==> src/rtl/mrt_pkg.sv <==
// Shared types and constants for the 4x4 matrix row transform.
// Holds the request and result payload structs and the fixed field widths.
// No dependencies.
package mrt_pkg;

  localparam int ELEM_FIELD_W = 32;
  localparam int FRAC_BITS    = 16;
  localparam int NUM_REGS     = 8;
  localparam int REG_IDX_W    = 3;
  localparam int REG_DATA_W   = 64;
  localparam int NUM_COLS     = 4;

  typedef struct packed {
    logic signed [ELEM_FIELD_W-1:0] left_0;
    logic signed [ELEM_FIELD_W-1:0] left_1;
    logic signed [ELEM_FIELD_W-1:0] left_2;
    logic signed [ELEM_FIELD_W-1:0] left_3;
  } left_row_t;

  typedef struct packed {
    logic signed [ELEM_FIELD_W-1:0] out_0;
    logic signed [ELEM_FIELD_W-1:0] out_1;
    logic signed [ELEM_FIELD_W-1:0] out_2;
    logic signed [ELEM_FIELD_W-1:0] out_3;
    logic                           saturated;
  } result_row_t;

  typedef logic [NUM_REGS-1:0][REG_DATA_W-1:0] right_regs_t;

endpackage

==> src/rtl/mrt_sum_stage.sv <==
// Second and third pipeline stages: exact column sums of four products as a
// two-level registered adder tree. Depends on mrt_pkg for the column count.
module mrt_sum_stage #(
  parameter int ELEM_WIDTH = 32,
  localparam int PW = 2 * ELEM_WIDTH,
  localparam int SW = PW + 2
) (
  input  logic                                   clk,
  input  logic                                   rst,
  input  logic                                   in_valid,
  output logic                                   in_ready,
  input  logic [3:0][3:0][PW-1:0]                prod,
  output logic                                   out_valid,
  input  logic                                   out_ready,
  output logic [mrt_pkg::NUM_COLS-1:0][SW-1:0]   sums
);

  logic                                        half_valid;
  logic                                        half_ready;
  logic [mrt_pkg::NUM_COLS-1:0][1:0][PW:0]     half;
  logic [mrt_pkg::NUM_COLS-1:0][1:0][PW:0]     half_next;
  logic [mrt_pkg::NUM_COLS-1:0][SW-1:0]        sums_next;

  for (genvar j = 0; j < mrt_pkg::NUM_COLS; j++) begin : g_col
    logic signed [PW:0]   h0;
    logic signed [PW:0]   h1;
    logic signed [SW-1:0] s;
    assign h0 = $signed(prod[0][j]) + $signed(prod[1][j]);
    assign h1 = $signed(prod[2][j]) + $signed(prod[3][j]);
    assign half_next[j][0] = h0;
    assign half_next[j][1] = h1;
    assign s = $signed(half[j][0]) + $signed(half[j][1]);
    assign sums_next[j] = s;
  end

  assign half_ready = !out_valid || out_ready;
  assign in_ready   = !half_valid || half_ready;

  always_ff @(posedge clk) begin
    if (rst) begin
      half_valid <= 1'b0;
      out_valid  <= 1'b0;
    end else begin
      if (in_ready) begin
        half_valid <= in_valid;
      end
      if (half_ready) begin
        out_valid <= half_valid;
      end
    end
  end

  always_ff @(posedge clk) begin
    if (in_valid && in_ready) begin
      half <= half_next;
    end
    if (half_valid && half_ready) begin
      sums <= sums_next;
    end
  end

endmodule

==> config.mk <==
export PLATFORM = sky130hd
export DESIGN_NAME = mrt_sum_stage
export DESIGN_NICKNAME = d
export VERILOG_FILES = /design/src/rtl/mrt_pkg.sv /design/src/rtl/mrt_sum_stage.sv
export SDC_FILE = /design/constraint.sdc
export NUM_CORES = 2
export LEC_CHECK = 0
export BUFFER_PORTS_ARGS = -buffer_cell sky130_fd_sc_hd__buf_2
export CAP_MARGIN = 10
export CELL_PAD_IN_SITES_DETAIL_PLACEMENT = 1
export CELL_PAD_IN_SITES_GLOBAL_PLACEMENT = 2
export CORE_AREA = 2 2 506 508
export DETAILED_ROUTE_END_ITERATION = 10
export DIE_AREA = 0 0 508 510
export PLACE_DENSITY = 0.66
export SLEW_MARGIN = 20
export SYNTH_ARGS = -nofsm -noshare
export SYNTH_HDL_FRONTEND = slang
export SYNTH_SLANG_ARGS = --single-unit
==> constraint.sdc <==
create_clock -name clk -period 29.8 [get_ports clk]
set_clock_uncertainty 0.2 [all_clocks]
set_input_delay 2.98 -clock clk [delete_from_list [all_inputs] [get_ports clk]]
set_output_delay 2.98 -clock clk [all_outputs]
set_load 0.1 [all_outputs]
== Yosys cells after proc, flatten, opt, wreduce, memory -nomap -nowiden ==
Cells that the tools add are included.

* $add $sub $neg: 12
* Reduce and logical (&&, ||, !) cells: 6

{| class="wikitable"
|+ Operator list
! kind !! number
|-
| $add 64x64->65 || 8
|-
| $add 65x65->66 || 4
|-
| $logic_and 1x1->1 || 2
|-
| $logic_not 1->1 || 2
|-
| $logic_or 1x1->1 || 2
|}

* Register bits: 786
* Input port bits: 1028
* Output and inout bits: 266
* Logic and storage cells: 32

== Logic depth before layout (Yosys ltp) ==
* Depth after elaboration: 4
* Mapped depth: 14
* Gate-level depth less buffers: 14

== Worst setup path before layout ==
No wires, ideal clock.

* Path type: input port to flip-flop
* From: input out_ready
* To: register half[0] in the netlist's numbering, enable pin
* Setup time: 0.949 ns
* Arrival time: 15.508 ns
* Required time: 28.651 ns
* Path slack: 13.144 ns
* Stages on the path: 3
* Buffers on the path: 0
* Cell sequence: nor2b_1 > nand2_1 > and2_1

* Cells in the longest elaborated chain, start to end: 3

{| class="wikitable"
|+ Ends and longest elaborated chain
! element !! line !! source
|-
| start, declared || mrt_sum_stage.sv:14 || <nowiki>input logic out_ready,</nowiki>
|-
| $logic_or 1x1->1 || mrt_sum_stage.sv:36 || <nowiki>assign half_ready = !out_valid || out_ready;</nowiki>
|-
| $logic_or 1x1->1 || mrt_sum_stage.sv:37 || <nowiki>assign in_ready = !half_valid || half_ready;</nowiki>
|-
| named net in_ready || mrt_sum_stage.sv:11 || <nowiki>output logic in_ready,</nowiki>
|-
| $logic_and 1x1->1 || mrt_sum_stage.sv:54 || <nowiki>if (in_valid && in_ready) begin</nowiki>
|-
| end signal, assigned || mrt_sum_stage.sv:55 || <nowiki>half <= half_next;</nowiki>
|-
| end, declared || mrt_sum_stage.sv:20 || <nowiki>logic [mrt_pkg::NUM_COLS-1:0][1:0][PW:0] half;</nowiki>
|}

The timed path passes the listed nets, and every way through them passes these cells.
A chain may end at the register's enable or synchronous reset.

== Worst setup path after layout ==
* From: input out_ready
* To: output in_ready

* Cells in the longest elaborated chain, start to end: 2

{| class="wikitable"
|+ Ends and longest elaborated chain
! element !! line
|-
| $logic_or 1x1->1 || mrt_sum_stage.sv:36
|-
| $logic_or 1x1->1 || mrt_sum_stage.sv:37
|-
| end, declared || mrt_sum_stage.sv:11
|}

Every way passes these cells.

==> reports/metrics.yaml <==
syn_nets: 9014
wl_per_cell_um: 26.5
start_util_pct: 26.5
crit_path_frequent_cell: "buf_2"
drive_gt1_share_pct: 18.8
cp.required_ps: 26620
path_clk_slew_ps: 60
avgViaCountPerCell: 5.24
grt_pass1_wl_um: 446000
io_buffers: 1293
clock_latency_ps: 740
cts_tree: "yes"
place_ws_ps: 22090
nets: 10200
cp_cell_sequence: "buf_2, nor2b_1, nand2_1, buf_2"
drtIter0Drc: 3841
drv_cap: 0
ys_types: 98
tns_ps: 0
core_um2: 253000
cts_buffers: 100
synth.most_common_cell: "a21oi_1"
h-tree-depth: 3
slowest_delay_ps: 320
cts_sinks: 786
track_usage_pct: 23.2
finalSetupViolations: 0
slew_viol_final: 0
antenna_found_initial: 90
ys.flop_type: "edfxtp_1"
drcViolationCount: 0
rows: 185
crit_path_top_delay_cell: "nor2b_1"
start_kind: "input port"
synth_top_area_share_pct: 35.0
power.total_w: 0.00546
finalHoldViolCount: 0
grt_overflow: 0
synth-seq-cells: 786
drt-total-wl_um: 314000
cp-startpoint: "out_ready"
pin_count: 1294
synthCells: 7202
yosysWarnings: 0
dr.pass1.iters: 7
whs_ps: 336
grt_max_degree: 135
routabilityCongestion: 0.954
clockBufferDepth: 3
vias: 62100
die_height_um: 510
power.leakage_nw: 34.9
fin_crit_ps: 7020
dp_hpwl_um: 271000
rsz0062_at_grt: "no"
ys_async_sr_fraction_pct: 0
cts_root_buffer: "clkbuf_16"
post_cts_buffers: 0
ant_nets: 0
grt_pass1_vias: 65300
worstSetupEndpointType: "primary output"
min_from: "half_valid"
status: "complete, no violations"
ir_worst_vdd_mv: 0.0499
yosys.area.top_type: "edfxtp_1"
cts_resized: 0
die_x_um: 508
hold_path_class: "flip-flop to flip-flop"
fmax_mhz: 143
critPathKind: "input port to primary output"
area_growth_pct: 20.2
hold_buffers: 0
r2r_start: "half[65]"
synth-seq-area-share_pct: 35.1
netlist_area_um2: 67300
ys_top_cells_by_area: "edfxtp_1 (35%), ha_1 (14%), a21oi_1 (6.6%), xnor2_1 (5.8%), a21o_1 (5.6%)"
dieArea_um2: 259000
slew-limit-headroom_pct: 29.7
crit_fanout: 4
postSynthAreaPerCell_um2: 9.34
worstMarginPinSlew_ps: 1050
netlist_top_cells_count: "a21oi_1 (882), edfxtp_1 (784), ha_1 (772), nand2_1 (529), a21o_1 (501)"
crit_arrival_ps: 3840
fin_ws_ps: 22780
synth-edff-count: 784
p_per_area_nw_per_um2: 67.5
fin_crit_sh_pct: 23.5
-- layer usage --
layer | up-vias | track usage (%) | wire length [um]
met5 | - | 0 | 417
met4 | 70 | 10.1 | 14500
met3 | 440 | 4.98 | 18600
met2 | 1611 | 41.4 | 155000
met1 | 30300 | 26.7 | 125000
li1 | 29600 | - | -
-- metrics by stage --
stage / area [um2] / util [%] / cells
4_1_cts: 80800 / 31.9 / 11800
5_1_grt: 80800 / 31.9 / 11800
2_1_floorplan: 67300 / - / 7202
6_report: 80900 / 31.9 / 11800
3_5_place_dp: 77200 / 30.5 / 11600
3_3_place_gp: 77200 / 30.5 / 11600
-- sequential cells by signal, indices dropped and copies added (netlist names) --
signal,cells
half,520
half_valid,1
out_valid,1
sums,264
-- cell type report --
cell class | count | area, um2
clock buffers | 113 | 2620
multi-input cells | 5925 | 41900
diodes | 37 | 92.6
well taps | 3366 | 4210
fillers | 29500 | 173000
repair buffers | 1322 | 6700
inverters | 223 | 837
flip-flops and latches | 786 | 23600
clock inverters | 76 | 973
-- power by group --
group / switching, W / internal (W)
clock network: 0.000541 / 0.000801
registers: 0.0000890 / 0.00150
logic: 0.00176 / 0.000772
-- critical path: cells and delay by family --
family / cells / cell delay, ps
and+or+nand+nor: 2 / 450
buffers and inverters: 2 / 410
-- cell usage in the layout (no fill, tap or decap), types with 83 or more instances in the layout --
master     netlist  final
buf_2            7   1293
a21oi_1        882    882
edfxtp_1       784    784
ha_1           772    772
nand2_1        529    529
a21o_1         501    501
xnor2_1        446    446
o21ai_0        433    432
nor2_1         400    400
xor2_1         262    262
inv_1          223    223
nand4_1        213    213
o21bai_1       183    183
nand3_1        131    131
nor3_1         118    118
clkbuf_16        0    103
a31oi_1         99     99
o21a_1          83     83
-- cell families after synthesis --
logic type / synth area share (%)
DFF: 35.1
and+or+nand+nor: 12.7
muxes: 0.121
buffers and inverters: 2.75
adders and majority gates: 14.7
AOI/OAI and AO/OA: 25.4
xor gates and xnor gates: 9.22
-- final timing paths --
check	slack, ps	cells past startpoint	end
setup reg to reg	24460	13	sums[56]
setup / recovery	22780	4	in_ready
hold reg to reg	340	2	out_valid
hold / removal	340	2	out_valid
(Power assumes the default switching activity.)
