$ cat config.mk
export PLATFORM = sky130hd
export DESIGN_NAME = mrt_sat_stage
export DESIGN_NICKNAME = d
export VERILOG_FILES = /design/src/rtl/mrt_pkg.sv /design/src/rtl/mrt_sat_stage.sv
export SDC_FILE = /design/constraint.sdc
export NUM_CORES = 1
export LEC_CHECK = 0
export BUFFER_PORTS_ARGS = -buffer_cell sky130_fd_sc_hd__buf_2
export CORE_AREA = 2 2 156 158
export DETAILED_ROUTE_END_ITERATION = 7
export DIE_AREA = 0 0 158 160
export HOLD_SLACK_MARGIN = 0.03
export PLACE_DENSITY = 0.6
export SYNTH_ARGS = -nofsm -noshare
export SYNTH_HDL_FRONTEND = slang
export SYNTH_SLANG_ARGS = --single-unit
$ cat constraint.sdc
create_clock -name clk -period 4.4 [get_ports clk]
set_input_delay 0 -clock clk [delete_from_list [all_inputs] [get_ports clk]]
set_output_delay 0 -clock clk [all_outputs]
set_load 0.1 [all_outputs]
$ cat src/rtl/mrt_pkg.sv
// Shared types and constants for the 4x4 matrix row transform.
// Holds the request and result payload structs and the fixed field widths.
// No dependencies.
package mrt_pkg;

  localparam int ELEM_FIELD_W = 32;
  localparam int FRAC_BITS    = 16;
  localparam int NUM_REGS     = 8;
  localparam int REG_IDX_W    = 3;
  localparam int REG_DATA_W   = 64;
  localparam int NUM_COLS     = 4;

  typedef struct packed {
    logic signed [ELEM_FIELD_W-1:0] left_0;
    logic signed [ELEM_FIELD_W-1:0] left_1;
    logic signed [ELEM_FIELD_W-1:0] left_2;
    logic signed [ELEM_FIELD_W-1:0] left_3;
  } left_row_t;

  typedef struct packed {
    logic signed [ELEM_FIELD_W-1:0] out_0;
    logic signed [ELEM_FIELD_W-1:0] out_1;
    logic signed [ELEM_FIELD_W-1:0] out_2;
    logic signed [ELEM_FIELD_W-1:0] out_3;
    logic                           saturated;
  } result_row_t;

  typedef logic [NUM_REGS-1:0][REG_DATA_W-1:0] right_regs_t;

endpackage

$ cat src/rtl/mrt_sat_stage.sv
// Last pipeline stage: drop the fraction bits, clip each column to the element
// range and register the result row. Depends on mrt_pkg for the result struct.
module mrt_sat_stage #(
  parameter int ELEM_WIDTH = 32,
  localparam int SW = 2 * ELEM_WIDTH + 2
) (
  input  logic                                   clk,
  input  logic                                   rst,
  input  logic                                   in_valid,
  output logic                                   in_ready,
  input  logic [mrt_pkg::NUM_COLS-1:0][SW-1:0]   sums,
  output logic                                   out_valid,
  input  logic                                   out_ready,
  output mrt_pkg::result_row_t                   out_data
);

  localparam logic signed [SW-1:0] MAXV = (SW'(1) <<< (ELEM_WIDTH - 1)) - SW'(1);
  localparam logic signed [SW-1:0] MINV = -(SW'(1) <<< (ELEM_WIDTH - 1));

  logic signed [ELEM_WIDTH-1:0]      res [mrt_pkg::NUM_COLS];
  logic [mrt_pkg::NUM_COLS-1:0]      clip;
  mrt_pkg::result_row_t              out_next;

  for (genvar j = 0; j < mrt_pkg::NUM_COLS; j++) begin : g_col
    logic signed [SW-1:0] q;
    assign q = $signed(sums[j]) >>> mrt_pkg::FRAC_BITS;
    always_comb begin
      if (q > MAXV) begin
        res[j]  = MAXV[ELEM_WIDTH-1:0];
        clip[j] = 1'b1;
      end else if (q < MINV) begin
        res[j]  = MINV[ELEM_WIDTH-1:0];
        clip[j] = 1'b1;
      end else begin
        res[j]  = q[ELEM_WIDTH-1:0];
        clip[j] = 1'b0;
      end
    end
  end

  always_comb begin
    out_next.out_0     = mrt_pkg::ELEM_FIELD_W'(res[0]);
    out_next.out_1     = mrt_pkg::ELEM_FIELD_W'(res[1]);
    out_next.out_2     = mrt_pkg::ELEM_FIELD_W'(res[2]);
    out_next.out_3     = mrt_pkg::ELEM_FIELD_W'(res[3]);
    out_next.saturated = |clip;
  end

  assign in_ready = !out_valid || out_ready;

  always_ff @(posedge clk) begin
    if (rst) begin
      out_valid <= 1'b0;
    end else if (in_ready) begin
      out_valid <= in_valid;
    end
  end

  always_ff @(posedge clk) begin
    if (in_valid && in_ready) begin
      out_data <= out_next;
    end
  end

endmodule

Yosys cells after proc, flatten, opt, wreduce, memory -nomap -nowiden
Index checks and enable logic that the tools add are counted.

Bits of input ports: 268. Register bits after elaboration: 130. Logic and storage cells: 30. Output and inout bits: 131.

$lt $le $gt $ge: 8. Muxes and demuxes: 12. Reduce and logical (&&, ||, !) cells: 4.

Operator list (count): greater-than comparator 50 x 32 -> 1 bit (second input constant) (4); < comparator 50 x 32 -> 1 bit (second input constant) (4); two-way mux 32 bit (4); two-way mux 1 bit (8); OR reduction 4 bit (1); logical AND 1 bit (1); logical NOT 1 bit (1); logical OR 1 bit (1).

Logic depth before layout (Yosys ltp)
Depth after elaboration: 4. Mapped depth: 6. Mapped depth without buffers: 5.

Worst setup path after synthesis
Ideal clock, no wire load.

Path type: register -> register. Start point: register out_valid. End point: register out_data[0] (netlist bit), enable pin. Required time: 3898 ps. Path buffers: 0. Stages on the path, launching flop included: 3. Arrival: 4639 ps. Period minus slack after synthesis: 5141 ps. Slack: -741 ps. Setup time: 502 ps. Cell sequence: dfxtp_1 -> nand2b_1 -> and2_1.

Longest elaborated chain between the ends: 3.

RTL lines: start: declaration (RTL line mrt_sat_stage.sv:12) `output logic out_valid,`; start signal: assignment (RTL line mrt_sat_stage.sv:55) `out_valid <= in_valid;`; logical NOT 1 bit (RTL line mrt_sat_stage.sv:49) `assign in_ready = !out_valid || out_ready;`; logical OR 1 bit (RTL line mrt_sat_stage.sv:49); named net in_ready (RTL line mrt_sat_stage.sv:10) `output logic in_ready,`; logical AND 1 bit (RTL line mrt_sat_stage.sv:60) `if (in_valid && in_ready) begin`; end signal: assignment (RTL line mrt_sat_stage.sv:61) `out_data <= out_next;`; end: declaration (RTL line mrt_sat_stage.sv:14) `output mrt_pkg::result_row_t out_data`.

The timed path passes the listed nets, and every way through them passes these cells. A chain may end at the register's enable or synchronous reset.

==> metrics.md <==
| Metric | Value |
|---|---|
| Run status | finished clean |
| Maximum clock rate | 500 MHz |
| Area post-placement | 7450 um^2 |
| Fraction of the yosys area taken by sequential cells | 72.5% |
| Main area contributors after synthesis | edfxtp_1 (72%), nand2_1 (18%), buf_2 (2.2%), nand4_1 (2.1%), nor4_1 (1.4%) |
| Worst slew margin relative to its limit | 34.4% |
| Synthesis Warnings | 0 |
| Detailed-placement wirelength estimate | 12.9 mm |
| Leakage | 4.12 nW |
| Crit path setup slack, layout | 2.40 ns |
| Total global routing track utilization | 14.6% |
| Number of nets at the end of the flow | 1201 |
| CP Data Arrival Time | 2.16 ns |
| Clock slew seen by the registers of the worst setup and hold paths | 0.06 ns |
| Number of levels in the clock H-tree | 4 |
| Number of buffers created by CTS | 17 |
| Total power after layout | 3.77 mW |
| Cell taking the most area after synthesis | edfxtp_1 |
| Crit. End Element | flop |
| Most Used Layer, Global Route | met2 |
| First-pass GRT wire length | 27.8 mm |
| Max-cap violations | 0 |
| Met1 routing resource usage after global routing | 15.7% |
| Yosys reg bits | 130 |
| Vias in the first global route | 5433 |
| Portion of total power attributed to sequential cells | 39.1% |
| Detailed Routing Iterations Pass 1 | 4 |
| Violation count after the first detailed-route iteration | 219 |
| Met2 global-route usage | 25.9% |
| Highest-count cells in the layout ignoring fill and taps | buf_2 (334), nand2_1 (252), dlygate4sd3_1 (130) |
| Net switching fraction of the power | 33.6% |
| Average wire per standard cell | 14.9 um |
| Sw Pwr | 1.27 mW |
| Most common library cell in the layout ignoring fill and taps | buf_2 |
| Post-synthesis to final-layout area growth | 73.5% |
| Number of buffers inserted by port buffering | 334 |
| Aggregate global routing overflow | 0 |
| Starting Density | 22.5% |
| Worst Skew | 0.00808 ns |
| TritonCTS clock tree | built |
| Width of the chip | 158 um |
| Setup tns final | 0 ns |
| Clock power frac | 36.0% |
| Share of cells above drive strength 1 | 39.9% |
| Startpoint Class | input pin |
| Pin count of the biggest net entering global routing | 77 |
| Ports | 399 |
| Library cell used as clock root buffer | clkbuf_16 |
| Post-route ant nets | 0 |
| Clock Tree Buf Depth | 2 |
| Drt drc | 0 |
| Worst Path Max Fanout | 10 |
| Via density per instance | 4.13 |
| WP data required | 4.56 ns |
| Number of endpoints failing setup at the final stage | 0 |
| Type of the setup path with the least slack | in -> reg |
| # rows | 57 |
| Die area | 25300 um^2 |
| Portion of synthesized cell area occupied by the leading cell type | 72.1% |
| GR Layer Usage met3 | 5.40% |
| Path class of the lowest-slack min-delay path | in -> reg |
| Via count | 5258 |
| Buffer count from post-CTS setup fixing | 0 |
| Clock Sinks | 130 |
| Die outline height | 160 um |
| WL final | 18.9 mm |
| Total count of max-transition violations in the final report | 0 |
| Number of antenna violations at the first check in global routing | 4 |
| Internal Pwr Total | 2.50 mW |
| Post-synthesis instance area | 5370 um^2 |
| Power density normalized to cell area | 404 nW/um^2 |
| Clock latency at the later pin of the worst-skew pair | 0.41 ns |
| Tcrit/Tclk final | 45.5% |
| Final Cell Area | 9320 um^2 |
| Unrepaired setup endpoints after global routing | no |
| Synthesized area per cell | 11.5 um^2 |
| Synthesized Nets | 737 |
| Hold slack | 0.0581 ns |
| RD Place Congestion | 0.776 |
| DP Worst Slack | 1.93 ns |
| Worst voltage drop across the vdd grid | 0.187 mV |
| Final min period | 2.00 ns |
| Total core area | 23800 um^2 |
| Combinational power share | 24.9% |
| Total count of hold-check failures in the final report | 0 |
| Synthesized netlist cell count | 469 |
| Transition time at the pin with the least slew margin | 0.984 ns |
| Number of distinct library cells after synthesis | 16 |
layer usage:
layer | vias up | wire length (um)
met4 | 0 | 409
met2 | 240 | 9460
met3 | 26 | 1610
li1 | 2557 | -
met5 | - | 0
met1 | 2435 | 7430
per-stage QoR:
stage,util (%),cells
CTS,39.1,1269
floorplan,-,469
detailed placement,31.3,1108
finish,39.1,1273
global route,39.1,1273
global placement,31.3,1108
cell usage after synthesis:
cell,number
o41ai_2,4
buf_2,24
or4_1,8
o21ai_1,4
nor4_1,12
nand2_1,252
and2_1,1
or2_1,1
a21oi_1,1
nand4_1,18
nand3_1,4
edfxtp_1,129
clkbuf_1,4
dfxtp_1,1
inv_1,5
nand2b_1,1
power groups by stage:
stage	Sequential (mW)	Clock, mW	Combinational, mW
6_report	1.47	1.35	0.939
5_1_grt	1.48	1.45	0.988
2_1_floorplan	2.02	0	0.114
3_5_place_dp	1.50	0	0.851
3_3_place_gp	1.50	0	0.845
4_1_cts	1.47	1.40	0.943
cell families (layout without fill, tap and decap cells):
group	count (synthesis)	in the layout	share of synthesized area, %
compound gates	9	9	1.68
flops	130	130	72.5
buf+inv	33	509	2.87
other cells	0	4	0
simple gates	297	297	23.0
worst max-delay path: stages:
cell,delay [ns]
buf_2,0.10
nor4_1,0.64
nand3_1,0.24
o41ai_4,0.63
nand4_1,0.25
or2_1,0.29
layout make-up:
cell class	count	area [um^2]
Fill cell	2362	14500
Multi-Input combinational cell	306	1390
Inverter	5	18.8
Clock inverter	13	120
Tap cell	324	405
Antenna cell	4	10.0
Sequential cell	130	3890
Clock buffer	18	429
Timing Repair Buffer	473	3050
registers in the layout, indices dropped and copies added, names as in the netlist:
register and count:
out_data 129, out_valid 1
worst paths after layout:
kind | start | to | slack, ns | cells past startpoint
worst min register to register | out_valid | out_data[65] | 1.06 | 2
worst min-delay path | sums[57] | out_data[114] | 0.06 | 3
worst max register to register | out_valid | out_data[16] | 2.45 | 3
worst max-delay path | sums[50] | out_data[0] | 2.40 | 6
repair_timing:
item	4_1_cts	5_1_grt
resized for setup	0	0
hold buffers	130	0
hold endpoints to repair	129	0
Note: power is estimated with default switching activity, not from simulation.
